**src/hdl/fbp_pkg.sv**
```systemverilog
// Shared types, constants and helpers for the frame buffer with ID priority.
`timescale 1ns / 1ps
`default_nettype none

package fbp_pkg;

  localparam int DEPTH       = 16;
  localparam int IDX_W       = $clog2(DEPTH);
  localparam int CNT_W       = $clog2(DEPTH + 1);
  localparam int ID_W        = 11;
  localparam int LEN_W       = 9;
  localparam int ACT_W       = 3;
  localparam int STATUS_W    = 2;
  localparam int LEN_MAX     = (1 << LEN_W) - 1;
  localparam int BYTES_W     = $clog2(DEPTH * LEN_MAX + 1);
  localparam int COUNT_OUT_W = 5;
  localparam int BYTES_OUT_W = 13;
  localparam int COUNT_SAT   = (1 << COUNT_OUT_W) - 1;
  localparam int BYTES_SAT   = (1 << BYTES_OUT_W) - 1;

  typedef enum logic [ACT_W-1:0] {
    ACT_PUT    = 3'd0,
    ACT_BY_ID  = 3'd1,
    ACT_DELETE = 3'd2,
    ACT_LOWEST = 3'd3,
    ACT_OLDEST = 3'd4
  } action_t;

  typedef enum logic [STATUS_W-1:0] {
    ST_OK   = 2'd0,
    ST_MISS = 2'd1,
    ST_FULL = 2'd2
  } status_t;

  typedef enum logic [1:0] {
    S_IDLE,
    S_EXEC,
    S_SCAN,
    S_FINAL
  } state_t;

  typedef struct packed {
    logic [ACT_W-1:0] action;
    logic [ID_W-1:0]  in_frame_id;
    logic [LEN_W-1:0] in_byte_length;
  } in_item_t;

  typedef struct packed {
    logic [STATUS_W-1:0]    status;
    logic                   delivered;
    logic [ID_W-1:0]        out_frame_id;
    logic [LEN_W-1:0]       out_byte_length;
    logic [COUNT_OUT_W-1:0] queue_count;
    logic [BYTES_OUT_W-1:0] queue_bytes;
  } out_item_t;

  typedef struct packed {
    logic load;
    logic scan_start;
    logic scan_step;
    logic commit;
  } ctrl_cmd_t;

  typedef struct packed {
    logic lowest_req;
    logic scan_end;
    logic slot_free;
  } dp_stat_t;

  function automatic logic [COUNT_OUT_W-1:0] sat_count(input logic [CNT_W-1:0] c);
    logic [COUNT_OUT_W-1:0] r;
    if (int'(c) > COUNT_SAT) r = COUNT_OUT_W'(COUNT_SAT);
    else r = COUNT_OUT_W'(c);
    return r;
  endfunction

  function automatic logic [BYTES_OUT_W-1:0] sat_bytes(input logic [BYTES_W-1:0] b);
    logic [BYTES_OUT_W-1:0] r;
    if (int'(b) > BYTES_SAT) r = BYTES_OUT_W'(BYTES_SAT);
    else r = BYTES_OUT_W'(b);
    return r;
  endfunction

endpackage

`default_nettype wire

```
**src/hdl/fbp_in_if.sv**
```systemverilog
// Request channel: valid/ready handshake carrying one action transaction.
`timescale 1ns / 1ps
`default_nettype none

interface fbp_in_if;
  logic             valid;
  logic             ready;
  fbp_pkg::in_item_t data;

  modport source (output valid, output data, input ready);
  modport sink   (input valid, input data, output ready);
endinterface

`default_nettype wire

```
**src/hdl/fbp_out_if.sv**
```systemverilog
// Response channel: valid/ready handshake carrying one result transaction.
`timescale 1ns / 1ps
`default_nettype none

interface fbp_out_if;
  logic               valid;
  logic               ready;
  fbp_pkg::out_item_t data;

  modport source (output valid, output data, input ready);
  modport sink   (input valid, input data, output ready);
endinterface

`default_nettype wire

```
**src/hdl/fbp_datapath.sv**
```systemverilog
// Datapath: descriptor entries, totals, ID match, minimum scan and result register.
`timescale 1ns / 1ps
`default_nettype none

module fbp_datapath (
  input  wire logic                clk,
  input  wire logic                rst,
  input  wire fbp_pkg::in_item_t   in_item,
  input  wire fbp_pkg::ctrl_cmd_t  cmd,
  output fbp_pkg::dp_stat_t        stat,
  output logic                     out_valid,
  input  wire logic                out_ready,
  output fbp_pkg::out_item_t       out_item
);

  fbp_pkg::in_item_t                 cur;
  logic [fbp_pkg::ID_W-1:0]          id_mem  [fbp_pkg::DEPTH];
  logic [fbp_pkg::LEN_W-1:0]         len_mem [fbp_pkg::DEPTH];
  logic [fbp_pkg::CNT_W-1:0]         count;
  logic [fbp_pkg::BYTES_W-1:0]       bytes;
  logic [fbp_pkg::CNT_W-1:0]         idx;
  logic [fbp_pkg::ID_W-1:0]          best_id;
  logic [fbp_pkg::LEN_W-1:0]         best_len;

  logic                              hit_any;
  logic [fbp_pkg::IDX_W-1:0]         hit_pos;
  logic [fbp_pkg::LEN_W-1:0]         hit_len;
  logic [fbp_pkg::IDX_W-1:0]         idx_sel;
  logic [fbp_pkg::ID_W-1:0]          scan_id;
  logic [fbp_pkg::LEN_W-1:0]         scan_len;
  logic                              full;
  logic                              empty;

  fbp_pkg::status_t                  res_status;
  logic                              res_dlv;
  logic [fbp_pkg::ID_W-1:0]          res_id;
  logic [fbp_pkg::LEN_W-1:0]         res_len;
  logic [fbp_pkg::CNT_W-1:0]         count_next;
  logic [fbp_pkg::BYTES_W-1:0]       bytes_next;
  logic                              do_put;
  logic                              do_remove;

  assign full  = (count == fbp_pkg::CNT_W'(fbp_pkg::DEPTH));
  assign empty = (count == '0);

  // First (oldest) occupied entry whose ID matches.
  always_comb begin
    hit_any = 1'b0;
    hit_pos = '0;
    for (int i = fbp_pkg::DEPTH - 1; i >= 0; i--) begin
      if ((fbp_pkg::CNT_W'(i) < count) && (id_mem[i] == cur.in_frame_id)) begin
        hit_any = 1'b1;
        hit_pos = fbp_pkg::IDX_W'(i);
      end
    end
  end

  always_comb begin
    hit_len = '0;
    for (int i = 0; i < fbp_pkg::DEPTH; i++) begin
      if (fbp_pkg::IDX_W'(i) == hit_pos) hit_len = hit_len | len_mem[i];
    end
  end

  assign idx_sel  = idx[fbp_pkg::IDX_W-1:0];
  assign scan_id  = id_mem[idx_sel];
  assign scan_len = len_mem[idx_sel];

  always_comb begin
    res_status = fbp_pkg::ST_OK;
    res_dlv    = 1'b0;
    res_id     = '0;
    res_len    = '0;
    count_next = count;
    bytes_next = bytes;
    do_put     = 1'b0;
    do_remove  = 1'b0;
    unique case (fbp_pkg::action_t'(cur.action))
      fbp_pkg::ACT_PUT: begin
        if (full) begin
          res_status = fbp_pkg::ST_FULL;
        end else begin
          do_put     = 1'b1;
          count_next = count + fbp_pkg::CNT_W'(1);
          bytes_next = bytes + fbp_pkg::BYTES_W'(cur.in_byte_length);
        end
      end
      fbp_pkg::ACT_BY_ID, fbp_pkg::ACT_DELETE: begin
        if (!hit_any) begin
          res_status = fbp_pkg::ST_MISS;
        end else begin
          do_remove  = 1'b1;
          count_next = count - fbp_pkg::CNT_W'(1);
          bytes_next = bytes - fbp_pkg::BYTES_W'(hit_len);
          if (fbp_pkg::action_t'(cur.action) == fbp_pkg::ACT_BY_ID) begin
            res_dlv = 1'b1;
            res_id  = cur.in_frame_id;
            res_len = hit_len;
          end
        end
      end
      fbp_pkg::ACT_LOWEST: begin
        if (empty) begin
          res_status = fbp_pkg::ST_MISS;
        end else begin
          res_dlv = 1'b1;
          res_id  = best_id;
          res_len = best_len;
        end
      end
      fbp_pkg::ACT_OLDEST: begin
        if (empty) begin
          res_status = fbp_pkg::ST_MISS;
        end else begin
          res_dlv = 1'b1;
          res_id  = id_mem[0];
          res_len = len_mem[0];
        end
      end
      default: begin
      end
    endcase
  end

  assign stat.lowest_req = (fbp_pkg::action_t'(cur.action) == fbp_pkg::ACT_LOWEST) && !empty;
  assign stat.scan_end   = (idx >= count);
  assign stat.slot_free  = !out_valid || out_ready;

  // Control state
  always_ff @(posedge clk) begin
    if (rst) begin
      count     <= '0;
      bytes     <= '0;
      out_valid <= 1'b0;
    end else begin
      if (cmd.commit) begin
        count     <= count_next;
        bytes     <= bytes_next;
        out_valid <= 1'b1;
      end else if (out_ready) begin
        out_valid <= 1'b0;
      end
    end
  end

  // Payload and entry storage
  always_ff @(posedge clk) begin
    if (cmd.load) cur <= in_item;

    if (cmd.scan_start) begin
      idx      <= fbp_pkg::CNT_W'(1);
      best_id  <= id_mem[0];
      best_len <= len_mem[0];
    end else if (cmd.scan_step) begin
      if (scan_id < best_id) begin
        best_id  <= scan_id;
        best_len <= scan_len;
      end
      idx <= idx + fbp_pkg::CNT_W'(1);
    end

    if (cmd.commit && do_put) begin
      id_mem[count[fbp_pkg::IDX_W-1:0]]  <= cur.in_frame_id;
      len_mem[count[fbp_pkg::IDX_W-1:0]] <= cur.in_byte_length;
    end

    if (cmd.commit && do_remove) begin
      for (int i = 0; i < fbp_pkg::DEPTH - 1; i++) begin
        if (fbp_pkg::IDX_W'(i) >= hit_pos) begin
          id_mem[i]  <= id_mem[i+1];
          len_mem[i] <= len_mem[i+1];
        end
      end
    end

    if (cmd.commit) begin
      out_item.status          <= res_status;
      out_item.delivered       <= res_dlv;
      out_item.out_frame_id    <= res_id;
      out_item.out_byte_length <= res_len;
      out_item.queue_count     <= fbp_pkg::sat_count(count_next);
      out_item.queue_bytes     <= fbp_pkg::sat_bytes(bytes_next);
    end
  end

endmodule

`default_nettype wire

```
**src/hdl/fbp_ctrl.sv**
```systemverilog
// Controller: sequences accept, minimum scan and commit for one transaction at a time.
`timescale 1ns / 1ps
`default_nettype none

module fbp_ctrl (
  input  wire logic               clk,
  input  wire logic               rst,
  input  wire logic               in_valid,
  output logic                    in_ready,
  output fbp_pkg::ctrl_cmd_t      cmd,
  input  wire fbp_pkg::dp_stat_t  stat
);

  fbp_pkg::state_t state;
  fbp_pkg::state_t state_next;

  always_ff @(posedge clk) begin
    if (rst) state <= fbp_pkg::S_IDLE;
    else state <= state_next;
  end

  always_comb begin
    state_next = state;
    in_ready   = 1'b0;
    cmd        = '0;
    unique case (state)
      fbp_pkg::S_IDLE: begin
        in_ready = 1'b1;
        if (in_valid) begin
          cmd.load   = 1'b1;
          state_next = fbp_pkg::S_EXEC;
        end
      end
      fbp_pkg::S_EXEC: begin
        if (stat.lowest_req) begin
          cmd.scan_start = 1'b1;
          state_next     = fbp_pkg::S_SCAN;
        end else if (stat.slot_free) begin
          cmd.commit = 1'b1;
          state_next = fbp_pkg::S_IDLE;
        end
      end
      fbp_pkg::S_SCAN: begin
        if (stat.scan_end) state_next = fbp_pkg::S_FINAL;
        else cmd.scan_step = 1'b1;
      end
      fbp_pkg::S_FINAL: begin
        if (stat.slot_free) begin
          cmd.commit = 1'b1;
          state_next = fbp_pkg::S_IDLE;
        end
      end
      default: state_next = fbp_pkg::S_IDLE;
    endcase
  end

endmodule

`default_nettype wire

```
**src/hdl/frame_buffer_id_priority.sv**
```systemverilog
// Top level: frame descriptor buffer with ID lookup and lowest-ID delivery.
//
//   channel  modport  payload       transaction
//   req      sink     in_item_t     one action (put, by id, delete, lowest, oldest)
//   rsp      source   out_item_t    one result per action
//
// Put, by-id, delete, oldest, unused codes and deliver-lowest on an empty buffer
// are captured in S_IDLE, then matched and committed in S_EXEC; deliver-lowest
// otherwise passes S_IDLE, S_EXEC, S_SCAN and S_FINAL, where one comparator walks
// the stored IDs one per cycle.
// The result sits in an output register; the next request is taken while it waits.
// rst is synchronous: it empties the buffer and drops rsp.valid.
// A stalled rsp blocks only the commit of the following transaction.
`timescale 1ns / 1ps
`default_nettype none

module frame_buffer_id_priority (
  input  wire logic   clk,
  input  wire logic   rst,
  fbp_in_if.sink      req,
  fbp_out_if.source   rsp
);

  fbp_pkg::ctrl_cmd_t cmd;
  fbp_pkg::dp_stat_t  stat;
  logic               in_ready;

  assign req.ready = in_ready;

  fbp_ctrl u_ctrl (
    .clk      (clk),
    .rst      (rst),
    .in_valid (req.valid),
    .in_ready (in_ready),
    .cmd      (cmd),
    .stat     (stat)
  );

  fbp_datapath u_datapath (
    .clk       (clk),
    .rst       (rst),
    .in_item   (req.data),
    .cmd       (cmd),
    .stat      (stat),
    .out_valid (rsp.valid),
    .out_ready (rsp.ready),
    .out_item  (rsp.data)
  );

  a_busy_after_accept: assert property (@(posedge clk) disable iff (rst)
    req.valid && req.ready |=> !req.ready)
    else $error("request accepted while a transaction is in flight");

  a_commit_gives_result: assert property (@(posedge clk) disable iff (rst)
    cmd.commit |=> rsp.valid)
    else $error("commit did not produce a result");

  a_no_overwrite: assert property (@(posedge clk) disable iff (rst)
    cmd.commit |-> (!rsp.valid || rsp.ready))
    else $error("result overwritten before it was taken");

  a_scan_bounded: assert property (@(posedge clk) disable iff (rst)
    cmd.scan_step |-> !stat.scan_end)
    else $error("scan stepped past the stored entries");

  a_delivered_ok: assert property (@(posedge clk) disable iff (rst)
    rsp.valid && rsp.data.delivered |-> rsp.data.status == fbp_pkg::ST_OK)
    else $error("delivery reported with an error status");

endmodule

`default_nettype wire
```
**src/flat_wrapper.sv**
```systemverilog
// flat-port wrapper written by rule: the top's interface ports become plain ports
module frame_buffer_id_priority_flat 
  (clk, rst, req_valid, req_data, req_ready, rsp_valid, rsp_data, rsp_ready);
  fbp_in_if req_i ();
  fbp_out_if rsp_i ();
  input  wire logic clk;
  input  wire logic rst;
  input wire logic [$bits(req_i.valid)-1:0] req_valid;
  input wire logic [$bits(req_i.data)-1:0] req_data;
  output wire logic [$bits(req_i.ready)-1:0] req_ready;
  output wire logic [$bits(rsp_i.valid)-1:0] rsp_valid;
  output wire logic [$bits(rsp_i.data)-1:0] rsp_data;
  input wire logic [$bits(rsp_i.ready)-1:0] rsp_ready;
  assign req_i.valid = req_valid;
  assign req_i.data = req_data;
  assign req_ready = req_i.ready;
  assign rsp_valid = rsp_i.valid;
  assign rsp_data = rsp_i.data;
  assign rsp_i.ready = rsp_ready;
  frame_buffer_id_priority u_core (.clk(clk), .rst(rst), .req(req_i), .rsp(rsp_i));
endmodule
```
**config.mk**
```make
export PLATFORM = sky130hd
export DESIGN_NAME = frame_buffer_id_priority_flat
export DESIGN_NICKNAME = d
export VERILOG_FILES = /design/src/hdl/fbp_pkg.sv /design/src/hdl/fbp_in_if.sv /design/src/hdl/fbp_out_if.sv /design/src/hdl/fbp_datapath.sv /design/src/hdl/fbp_ctrl.sv /design/src/hdl/frame_buffer_id_priority.sv /design/src/flat_wrapper.sv
export SDC_FILE = /design/constraint.sdc
export NUM_CORES = 1
export LEC_CHECK = 0
export BUFFER_PORTS_ARGS = -buffer_cell sky130_fd_sc_hd__buf_2
export CAP_MARGIN = 25
export CELL_PAD_IN_SITES_DETAIL_PLACEMENT = 2
export CELL_PAD_IN_SITES_GLOBAL_PLACEMENT = 2
export CORE_ASPECT_RATIO = 1.25
export CORE_MARGIN = 5
export CORE_UTILIZATION = 32
export DETAILED_ROUTE_END_ITERATION = 10
export PLACE_DENSITY = 0.65
export SLEW_MARGIN = 20
export SYNTH_ARGS = -nofsm -noshare
export SYNTH_HDL_FRONTEND = slang
export SYNTH_SLANG_ARGS = --single-unit
```
**constraint.sdc**
```tcl
create_clock -name clk -period 8.38 [get_ports clk]
set_clock_uncertainty 0.05 [all_clocks]
set_input_delay 0.838 -clock clk [delete_from_list [all_inputs] [get_ports clk]]
set_output_delay 0.838 -clock clk [all_outputs]
set_load 0.03 [all_outputs]
```
# Word-level counts from Yosys, hierarchy flattened
# Memories as Yosys holds them, arrays and structs flattened. A register that Yosys moved wholly into a read port is not among the register bits.
# Cells that the tools add are included.
op_classes:
  bitwise: 15
  n_reduce_logical: 35
  n_addsub: 5
  n_eq_ne: 41
  mux: 156
  n_lt_le_gt_ge: 33
op_table:
  columns: ["op", "count"]
  rows:
  - ["$mux 9", 24]
  - ["$eq 11x11->1", 16]
  - ["$or 9x9->9", 15]
  - ["$mux 11", 8]
  - ["$mux 4", 22]
  - ["$mux 1", 85]
  - ["$lt 4x5->1 const A", 8]
  - ["$pmux 11 s3", 1]
  - ["$eq 4x4->1 const A", 8]
  - ["$ge 4x4->1 const A", 7]
  - ["$pmux 9 s3", 1]
  - ["$mux 13", 2]
  - ["$pmux 13 s2", 1]
  - ["$lt 3x5->1 const A", 4]
  - ["$logic_and 1x1->1", 19]
  - ["$eq 3x4->1 const A", 4]
  - ["$ge 3x4->1 const A", 4]
  - ["$add 13x9->13", 1]
  - ["$sub 13x9->13", 1]
  - ["$lt 11x11->1", 1]
  - ["$reduce_or 11->1", 1]
  - ["$add 5x1->5 const B", 2]
  - ["$lt 1x5->1 const A", 2]
  - ["$lt 2x5->1 const A", 2]
  - ["30 further kinds", 46]
word_totals:
  output_inout_bits: 43
  ff_bits: 110
  memories: 2
  in_bits: 27
  elab_cells: 303
  ram_bits: 320
mem_list:
  columns: ["memory", "depth", "width", "rd", "rd_ports_with_merged_regs", "write_ports", "line", "source"]
  rows:
  - ["u_core.u_datapath.id_mem", 16, 11, 17, 1, 15, "fbp_datapath.sv:17", "logic [fbp_pkg::ID_W-1:0] id_mem [fbp_pkg::DEPTH];"]
  - ["u_core.u_datapath.len_mem", 16, 9, 17, 1, 15, "fbp_datapath.sv:18", "logic [fbp_pkg::LEN_W-1:0] len_mem [fbp_pkg::DEPTH];"]

# Longest topological paths before layout
# An unclocked memory read counts as a cell.
depth:
  depth_word: 54
  ltp_mapped: 28
  mapped_depth_nobuf: 26

# Modules after synthesis
# Synthesis repeated with hierarchy kept, for this count alone.
hier_totals:
  cells_unflattened: 2125
  area_unflattened_um2: 26797.0
modules_own_cells:
  columns: ["mod", "area_each_um2", "cells_per_inst", "seq_area_each_um2", "n_inst"]
  rows:
  - ["fbp_datapath", 26666.8, 2111, 12692.2, 1]
  - ["fbp_ctrl", 130.1, 14, 40.0, 1]

# Least setup slack after synthesis
# Ideal clock, no wire load.
synth_timing:
  kind: "register to register"
  startpoint: "register u_core.u_datapath.cur[17] in the netlist's numbering"
  endpoint: "register u_core.u_datapath.out_item[10] in the netlist's numbering, data pin"
  path_stages_with_launch: 27
  setup_ns: 0.261
  n_path_buf: 3
  setup_slack_ns: 3.090
  arrival_ns: 4.979
  required_ns: 8.069
  period_less_slack_ns: 5.290
  cell_sequence: "edfxtp_1 -> buf_6 -> buf_6 -> xor2_1 -> or4_4 -> nor3_4 -> or2_1 -> buf_4 -> inv_1 -> nor3_1 -> nor3b_1 -> a32oi_1 -> nand3_1 -> or3_1 -> ha_1 -> inv_1 -> fa_1 -> a21o_1 -> a21oi_1 -> o21bai_1 -> a21oi_1 -> o21bai_1 -> a21oi_1 -> nor2b_1 -> o32ai_2 -> nand2_1 -> xnor2_1"
synth_between:
  elab_chain_len: 53
  word_cells_on_any_way: 114
  cone_classes: "1 x add/sub; 31 x eq/ne; 50 x mux; 15 x bitwise; 17 x reduce/logical"
synth_rtl:
  columns: ["element", "line", "source"]
  rows:
  - ["from (decl)", "fbp_datapath.sv:16", "fbp_pkg::in_item_t cur;"]
  - ["from (signal assigned)", "fbp_datapath.sv:148", "if (cmd.load) cur <= in_item;"]
  - ["$eq 11x11->1", "fbp_datapath.sv:51", "if ((fbp_pkg::CNT_W'(i) < count) && (id_mem[i] == cur.in_frame_id)) begin"]
  - ["$logic_and 1x1->1", "fbp_datapath.sv:51", null]
  - ["$mux 4 (16 in a row)", "fbp_datapath.sv:51", null]
  - ["$logic_not 4->1", "fbp_datapath.sv:61", "if (fbp_pkg::IDX_W'(i) == hit_pos) hit_len = hit_len | len_mem[i];"]
  - ["$mux 9", "fbp_datapath.sv:61", null]
  - ["$or 9x9->9", "fbp_datapath.sv:61", null]
  - ["$mux 9", "fbp_datapath.sv:61", null]
  - ["$or 9x9->9", "fbp_datapath.sv:61", null]
  - ["[... 23 more ...]", null, null]
  - ["$or 9x9->9", "fbp_datapath.sv:61", null]
  - ["$mux 9", "fbp_datapath.sv:61", null]
  - ["$or 9x9->9", "fbp_datapath.sv:61", null]
  - ["$mux 9", "fbp_datapath.sv:61", null]
  - ["$sub 13x9->13", "fbp_datapath.sv:94", "bytes_next = bytes - fbp_pkg::BYTES_W'(hit_len);"]
  - ["$mux 13 (*)", "fbp_datapath.sv:89", "if (!hit_any) begin"]
  - ["$pmux 13 s2 (*)", "fbp_datapath.sv:78", "unique case (fbp_pkg::action_t'(cur.action))"]
  - ["via u_core.u_datapath.bytes_next, one bit", "fbp_datapath.sv:39", "logic [fbp_pkg::BYTES_W-1:0] bytes_next;"]
  - ["to (decl)", "fbp_datapath.sv:13", "output fbp_pkg::out_item_t out_item"]
# Mark *: on every way through the listed nets, which the timed path passes. The rest lies on a longest branch.
# A chain may end at the register's enable or synchronous reset.

# Final worst setup path
layout_timing:
  startpoint: "register u_core.u_datapath.cur[9] in the netlist's numbering"
  endpoint: "register u_core.u_datapath.bytes[11] in the netlist's numbering"
layout_between:
  elab_chain_len: 53
  word_cells_on_any_way: 114
  cone_classes: "1 x add/sub; 31 x eq/ne; 50 x mux; 15 x bitwise; 17 x reduce/logical"
layout_rtl:
  columns: ["element", "line", "source"]
  rows:
  - ["$eq 11x11->1", "fbp_datapath.sv:51", null]
  - ["$logic_and 1x1->1", "fbp_datapath.sv:51", null]
  - ["$mux 4 (16 in a row)", "fbp_datapath.sv:51", null]
  - ["$logic_not 4->1", "fbp_datapath.sv:61", null]
  - ["$mux 9", "fbp_datapath.sv:61", null]
  - ["$or 9x9->9", "fbp_datapath.sv:61", null]
  - ["$mux 9", "fbp_datapath.sv:61", null]
  - ["$or 9x9->9", "fbp_datapath.sv:61", null]
  - ["[... 22 more ...]", null, null]
  - ["$mux 9", "fbp_datapath.sv:61", null]
  - ["$or 9x9->9", "fbp_datapath.sv:61", null]
  - ["$mux 9", "fbp_datapath.sv:61", null]
  - ["$or 9x9->9", "fbp_datapath.sv:61", null]
  - ["$mux 9", "fbp_datapath.sv:61", null]
  - ["$sub 13x9->13", "fbp_datapath.sv:94", null]
  - ["$mux 13 (*)", "fbp_datapath.sv:89", null]
  - ["$pmux 13 s2 (*)", "fbp_datapath.sv:78", null]
  - ["to (signal assigned)", "fbp_datapath.sv:138", "bytes <= bytes_next;"]
  - ["to (decl)", "fbp_datapath.sv:20", "logic [fbp_pkg::BYTES_W-1:0] bytes;"]
# Every way passes the cells marked *; elsewhere a longest branch is shown, timed or not.

==> metrics.md <==
| Metric | Value |
|---|---|
| Outcome | `finished, final reports clean` |
| Vias in the first global route | `21.03k` |
| Final worst path period share | `89.25%` |
| Startpoint types | `register` |
| Die Span Y | `331.7 µm` |
| Leakage power of the design | `10.48 nW` |
| Worst slack at placement | `1.025 ns` |
| Via count | `19.51k` |
| DRT Pass-1 Iters | `5` |
| Achievable clock frequency | `0.1337 GHz` |
| PnR worst setup slack | `0.9008 ns` |
| Hold Buf Count CTS | `0` |
| Number of clock sinks | `434` |
| Crit. Startpoint | `u_core.u_datapath.cur[9]` |
| Share of layout cells above drive strength 1 | `26.28%` |
| Max Fanout on Critical Path | `21` |
| Share of synthesized area occupied by flip-flops and latches | `48.05%` |
| Min-Delay Startpoint | `req_data[20]` |
| CP Data Required Time | `8.82 ns` |
| Yosys synthesis warning count | `0` |
| Overall routing resource usage | `23.26%` |
| Final setup fails | `0` |
| Average cell area after synthesis | `11.98 µm²` |
| Reg2reg path depth | `24` |
| Type of the most critical hold path | `input pin to register` |
| Worst reg2reg endpoint | `u_core.u_datapath.bytes[11]` |
| Antenna violations before repair | `1` |
| Pin count of the biggest net entering global routing | `61` |
| Synthesized netlist net count | `2281` |
| Netlist cell types | `95` |
| Max-Cap Viols | `0` |
| Total count of hold-check failures in the final report | `0` |
| Highest-count cells in the layout ignoring fill and taps | `edfxtp_1 (404), nand2_1 (364), mux2_2 (219), xor2_1 (126), mux4_2 (100)` |
| Clock tree from TritonCTS | `done` |
| Clock buffers created by TritonCTS | `50` |
| Category of the critical setup timing path | `register to register` |
| Worst-case vdd ir drop | `0.0001364 V` |
| Most common cell after layout, fill and taps aside | `edfxtp_1` |
| Area of the core region | `82530 µm²` |
| Clock period minus worst slack | `7.479 ns` |
| Top cells by area, synth | `edfxtp_1 (46%), mux2_2 (9.3%), mux4_2 (8.5%), nand2_1 (5.2%), xor2_1 (4.2%)` |
| WL/cell | `31.42 µm` |
| Setup slack of the worst register-to-register path | `0.90 ns` |
| Total power per unit cell area | `173.9 nW/µm²` |
| Layout fillers | `8534` |
| RSZ-0062 raised after global routing | `false` |
| Post-detailed-route via-to-cell ratio | `5.775` |
| Synth-to-Final Area Change | `12.33%` |
| Crit path to | `u_core.u_datapath.bytes[11]` |
| Most common flop cell mapped by yosys | `edfxtp_1` |
| Die extent in x | `267.4 µm` |
| Number of I/O pins | `70` |
| Worst-Margin Slew | `1.089 ns` |
| H-tree levels | `2` |
| Number of flops mapped to enable cells by yosys | `404` |
| Initial DRC Count | `1533` |
| Clock input transition at the sequential cells of the worst setup and hold paths | `0.07 ns` |
| Largest buffer count on any clock path | `3` |
| Drt drc | `0` |
| Detailed placer's ending HPWL | `81280 µm` |
| Share of the synthesized area in the top cell type | `45.78%` |
| R2r startpoint | `u_core.u_datapath.cur[9]` |
| Area of the die | `88700 µm²` |
| Number of port buffers | `69` |
| Remaining global-route overflow | `0` |
| Antenna viol nets, final | `0` |
| # resized after CTS | `0` |
| Global-route wire length before repair | `153500 µm` |
| Number of instances in the synthesized netlist | `2211` |
| Number of core rows | `118` |
| Relative slew margins | `27.10%` |
| Final RePlAce weighted congestion | `0.9421` |
| Clk Latency, worst-skew pair | `0.64 ns` |
| Total Neg Setup Slack | `0 ns` |
| Count of pins over their slew limit | `0` |
| Crit path DAT | `7.92 ns` |
| Initial Utilization | `32.11%` |
| Type of element capturing the critical path | `register` |
| Share of async-settable or async-resettable flops after synthesis | `0%` |
| Post-CTS setup-driven buffer insertion count | `0` |
| Synth Cell Area | `26500 µm²` |
| Post-synth top area cell | `edfxtp_1` |
| Routed wire length | `106200 µm` |
| Clk root buf | `clkbuf_16` |
| Register bit total from synthesis | `434` |
| Number of nets in the finished design | `2330` |
## registers in the layout (all words and copies together), names as in the netlist, named ones only
signal / flops
u_core.u_datapath.count: 5
u_core.u_datapath.out_valid: 1
u_core.u_datapath.best_len: 9
u_core.u_datapath.best_id: 11
u_core.u_ctrl.state: 2
u_core.u_datapath.bytes: 13
u_core.u_datapath.cur: 23
u_core.u_datapath.out_item: 41
u_core.u_datapath.id_mem: 176
u_core.u_datapath.idx: 5
u_core.u_datapath.len_mem: 144
## area by class of cell
type / count / area, µm² / area share, %
well taps: 1080 / 1351 / 4.540
multi-input cells: 1576 / 12840 / 43.14
flip-flops and latches: 434 / 12740 / 42.80
repair buffers: 154 / 1071 / 3.598
diodes: 1 / 2.502 / 0.008407
clock inverters: 24 / 221.5 / 0.7440
clock buffers: 66 / 1373 / 4.611
inverters: 44 / 165.2 / 0.5549
## critical path, stage by stage, from the launching register on
cell	delay (ns)
edfxtp_1	0.79
buf_4	0.45
xor2_1	0.14
nor3_1	0.37
nand4_1	0.39
nand4_1	0.22
buf_4	0.24
nand2b_1	0.40
nor2_1	0.18
buf_4	0.24
a222oi_1	0.33
nand2_1	0.09
a222oi_1	0.31
a21boi_1	0.53
ha_1	0.33
nor2b_1	0.13
o21ai_0	0.28
a21oi_1	0.15
o211ai_1	0.24
a21oi_1	0.12
o21ai_0	0.44
nand2_1	0.12
nor3_1	0.22
a221oi_1	0.15
a2111oi_0	0.40
## per-stage QoR
| stage | utilization, % | cell area (µm²) | cells | power, mW | hold slack (ns) |
|---|---|---|---|---|---|
| after global routing | 36.06 | 29760 | 3378 | 5.357 | 0.3170 |
| after floorplan | - | 26500 | 2211 | 2.845 | 0.3706 |
| after CTS | 36.02 | 29730 | 3375 | 5.236 | 0.3028 |
| after global placement | 33.93 | 28000 | 3278 | 2.992 | 0.4401 |
| final | 36.07 | 29770 | 3379 | 5.177 | 0.3357 |
| after detailed placement | 34.09 | 28130 | 3285 | 3.016 | 0.4649 |
## where the power goes
group,switching (mW),leakage [nW],internal (mW)
sequential,0.0579,3.91,2.41
clock,0.964,0.776,1.24
combinational,0.297,5.79,0.211
## how the worst min path moves through the flow
stage	endpoint	slack, ns	depth (start not counted)
3_3_place_gp	u_core.u_datapath.out_valid	0.44	2
4_1_cts	u_core.u_datapath.cur[11]	0.30	1
5_1_grt	u_core.u_datapath.cur[20]	0.32	1
3_5_place_dp	u_core.u_datapath.bytes[8]	0.46	2
6_report	u_core.u_datapath.cur[20]	0.34	1
2_1_floorplan	u_core.u_datapath.id_mem[15][0]	0.37	0
## metal layers
metal  GRT usage (%)  wire length (µm)  vias to the layer above  share of wire [%]
li1                -                 -                     8442                  -
met1           30.00             44850                    10425                 42
met2           41.44             54260                      507                 51
met3           2.586              4146                      140                3.9
met4           6.191              2914                        0                2.7
met5               0                 0                        -                  0
## synthesized netlist by cell type (all sizes together) (6+ instances only)
master and n:
a21o 18, nand3 42, and2 8, edfxtp 404
nor4 43, a31oi 6, o211ai 8, o22ai 11
o21a 7, a211oi 11, nor2b 6, buf 86
and3 12, mux2 247, mux2i 13, xor2 126
o21ai 41, xnor2 75, ha 41, a221o 9
a22oi 18, o21bai 8, nor3 45, nand2 366
clkbuf 71, nor2 84, nand2b 7, inv 44
nand4 40, a21oi 69, and4 8, a222oi 16
or3 7, a211o 6, mux4 100, dfxtp 30
## logic make-up (layout without fill, tap and decap cells)
family	count (synthesis)	in the layout	share of synthesized area (%)
AOI/OAI and AO/OA	280	280	7.659
xor gates and xnor gates	201	201	6.644
adders and majority gates	43	43	2.087
buffers and inverters	201	288	3.830
DFF	434	434	48.05
muxes	360	360	19.49
other	0	1	0
and+or+nand+nor	692	692	12.24
Power figures use the tool's default switching activity.
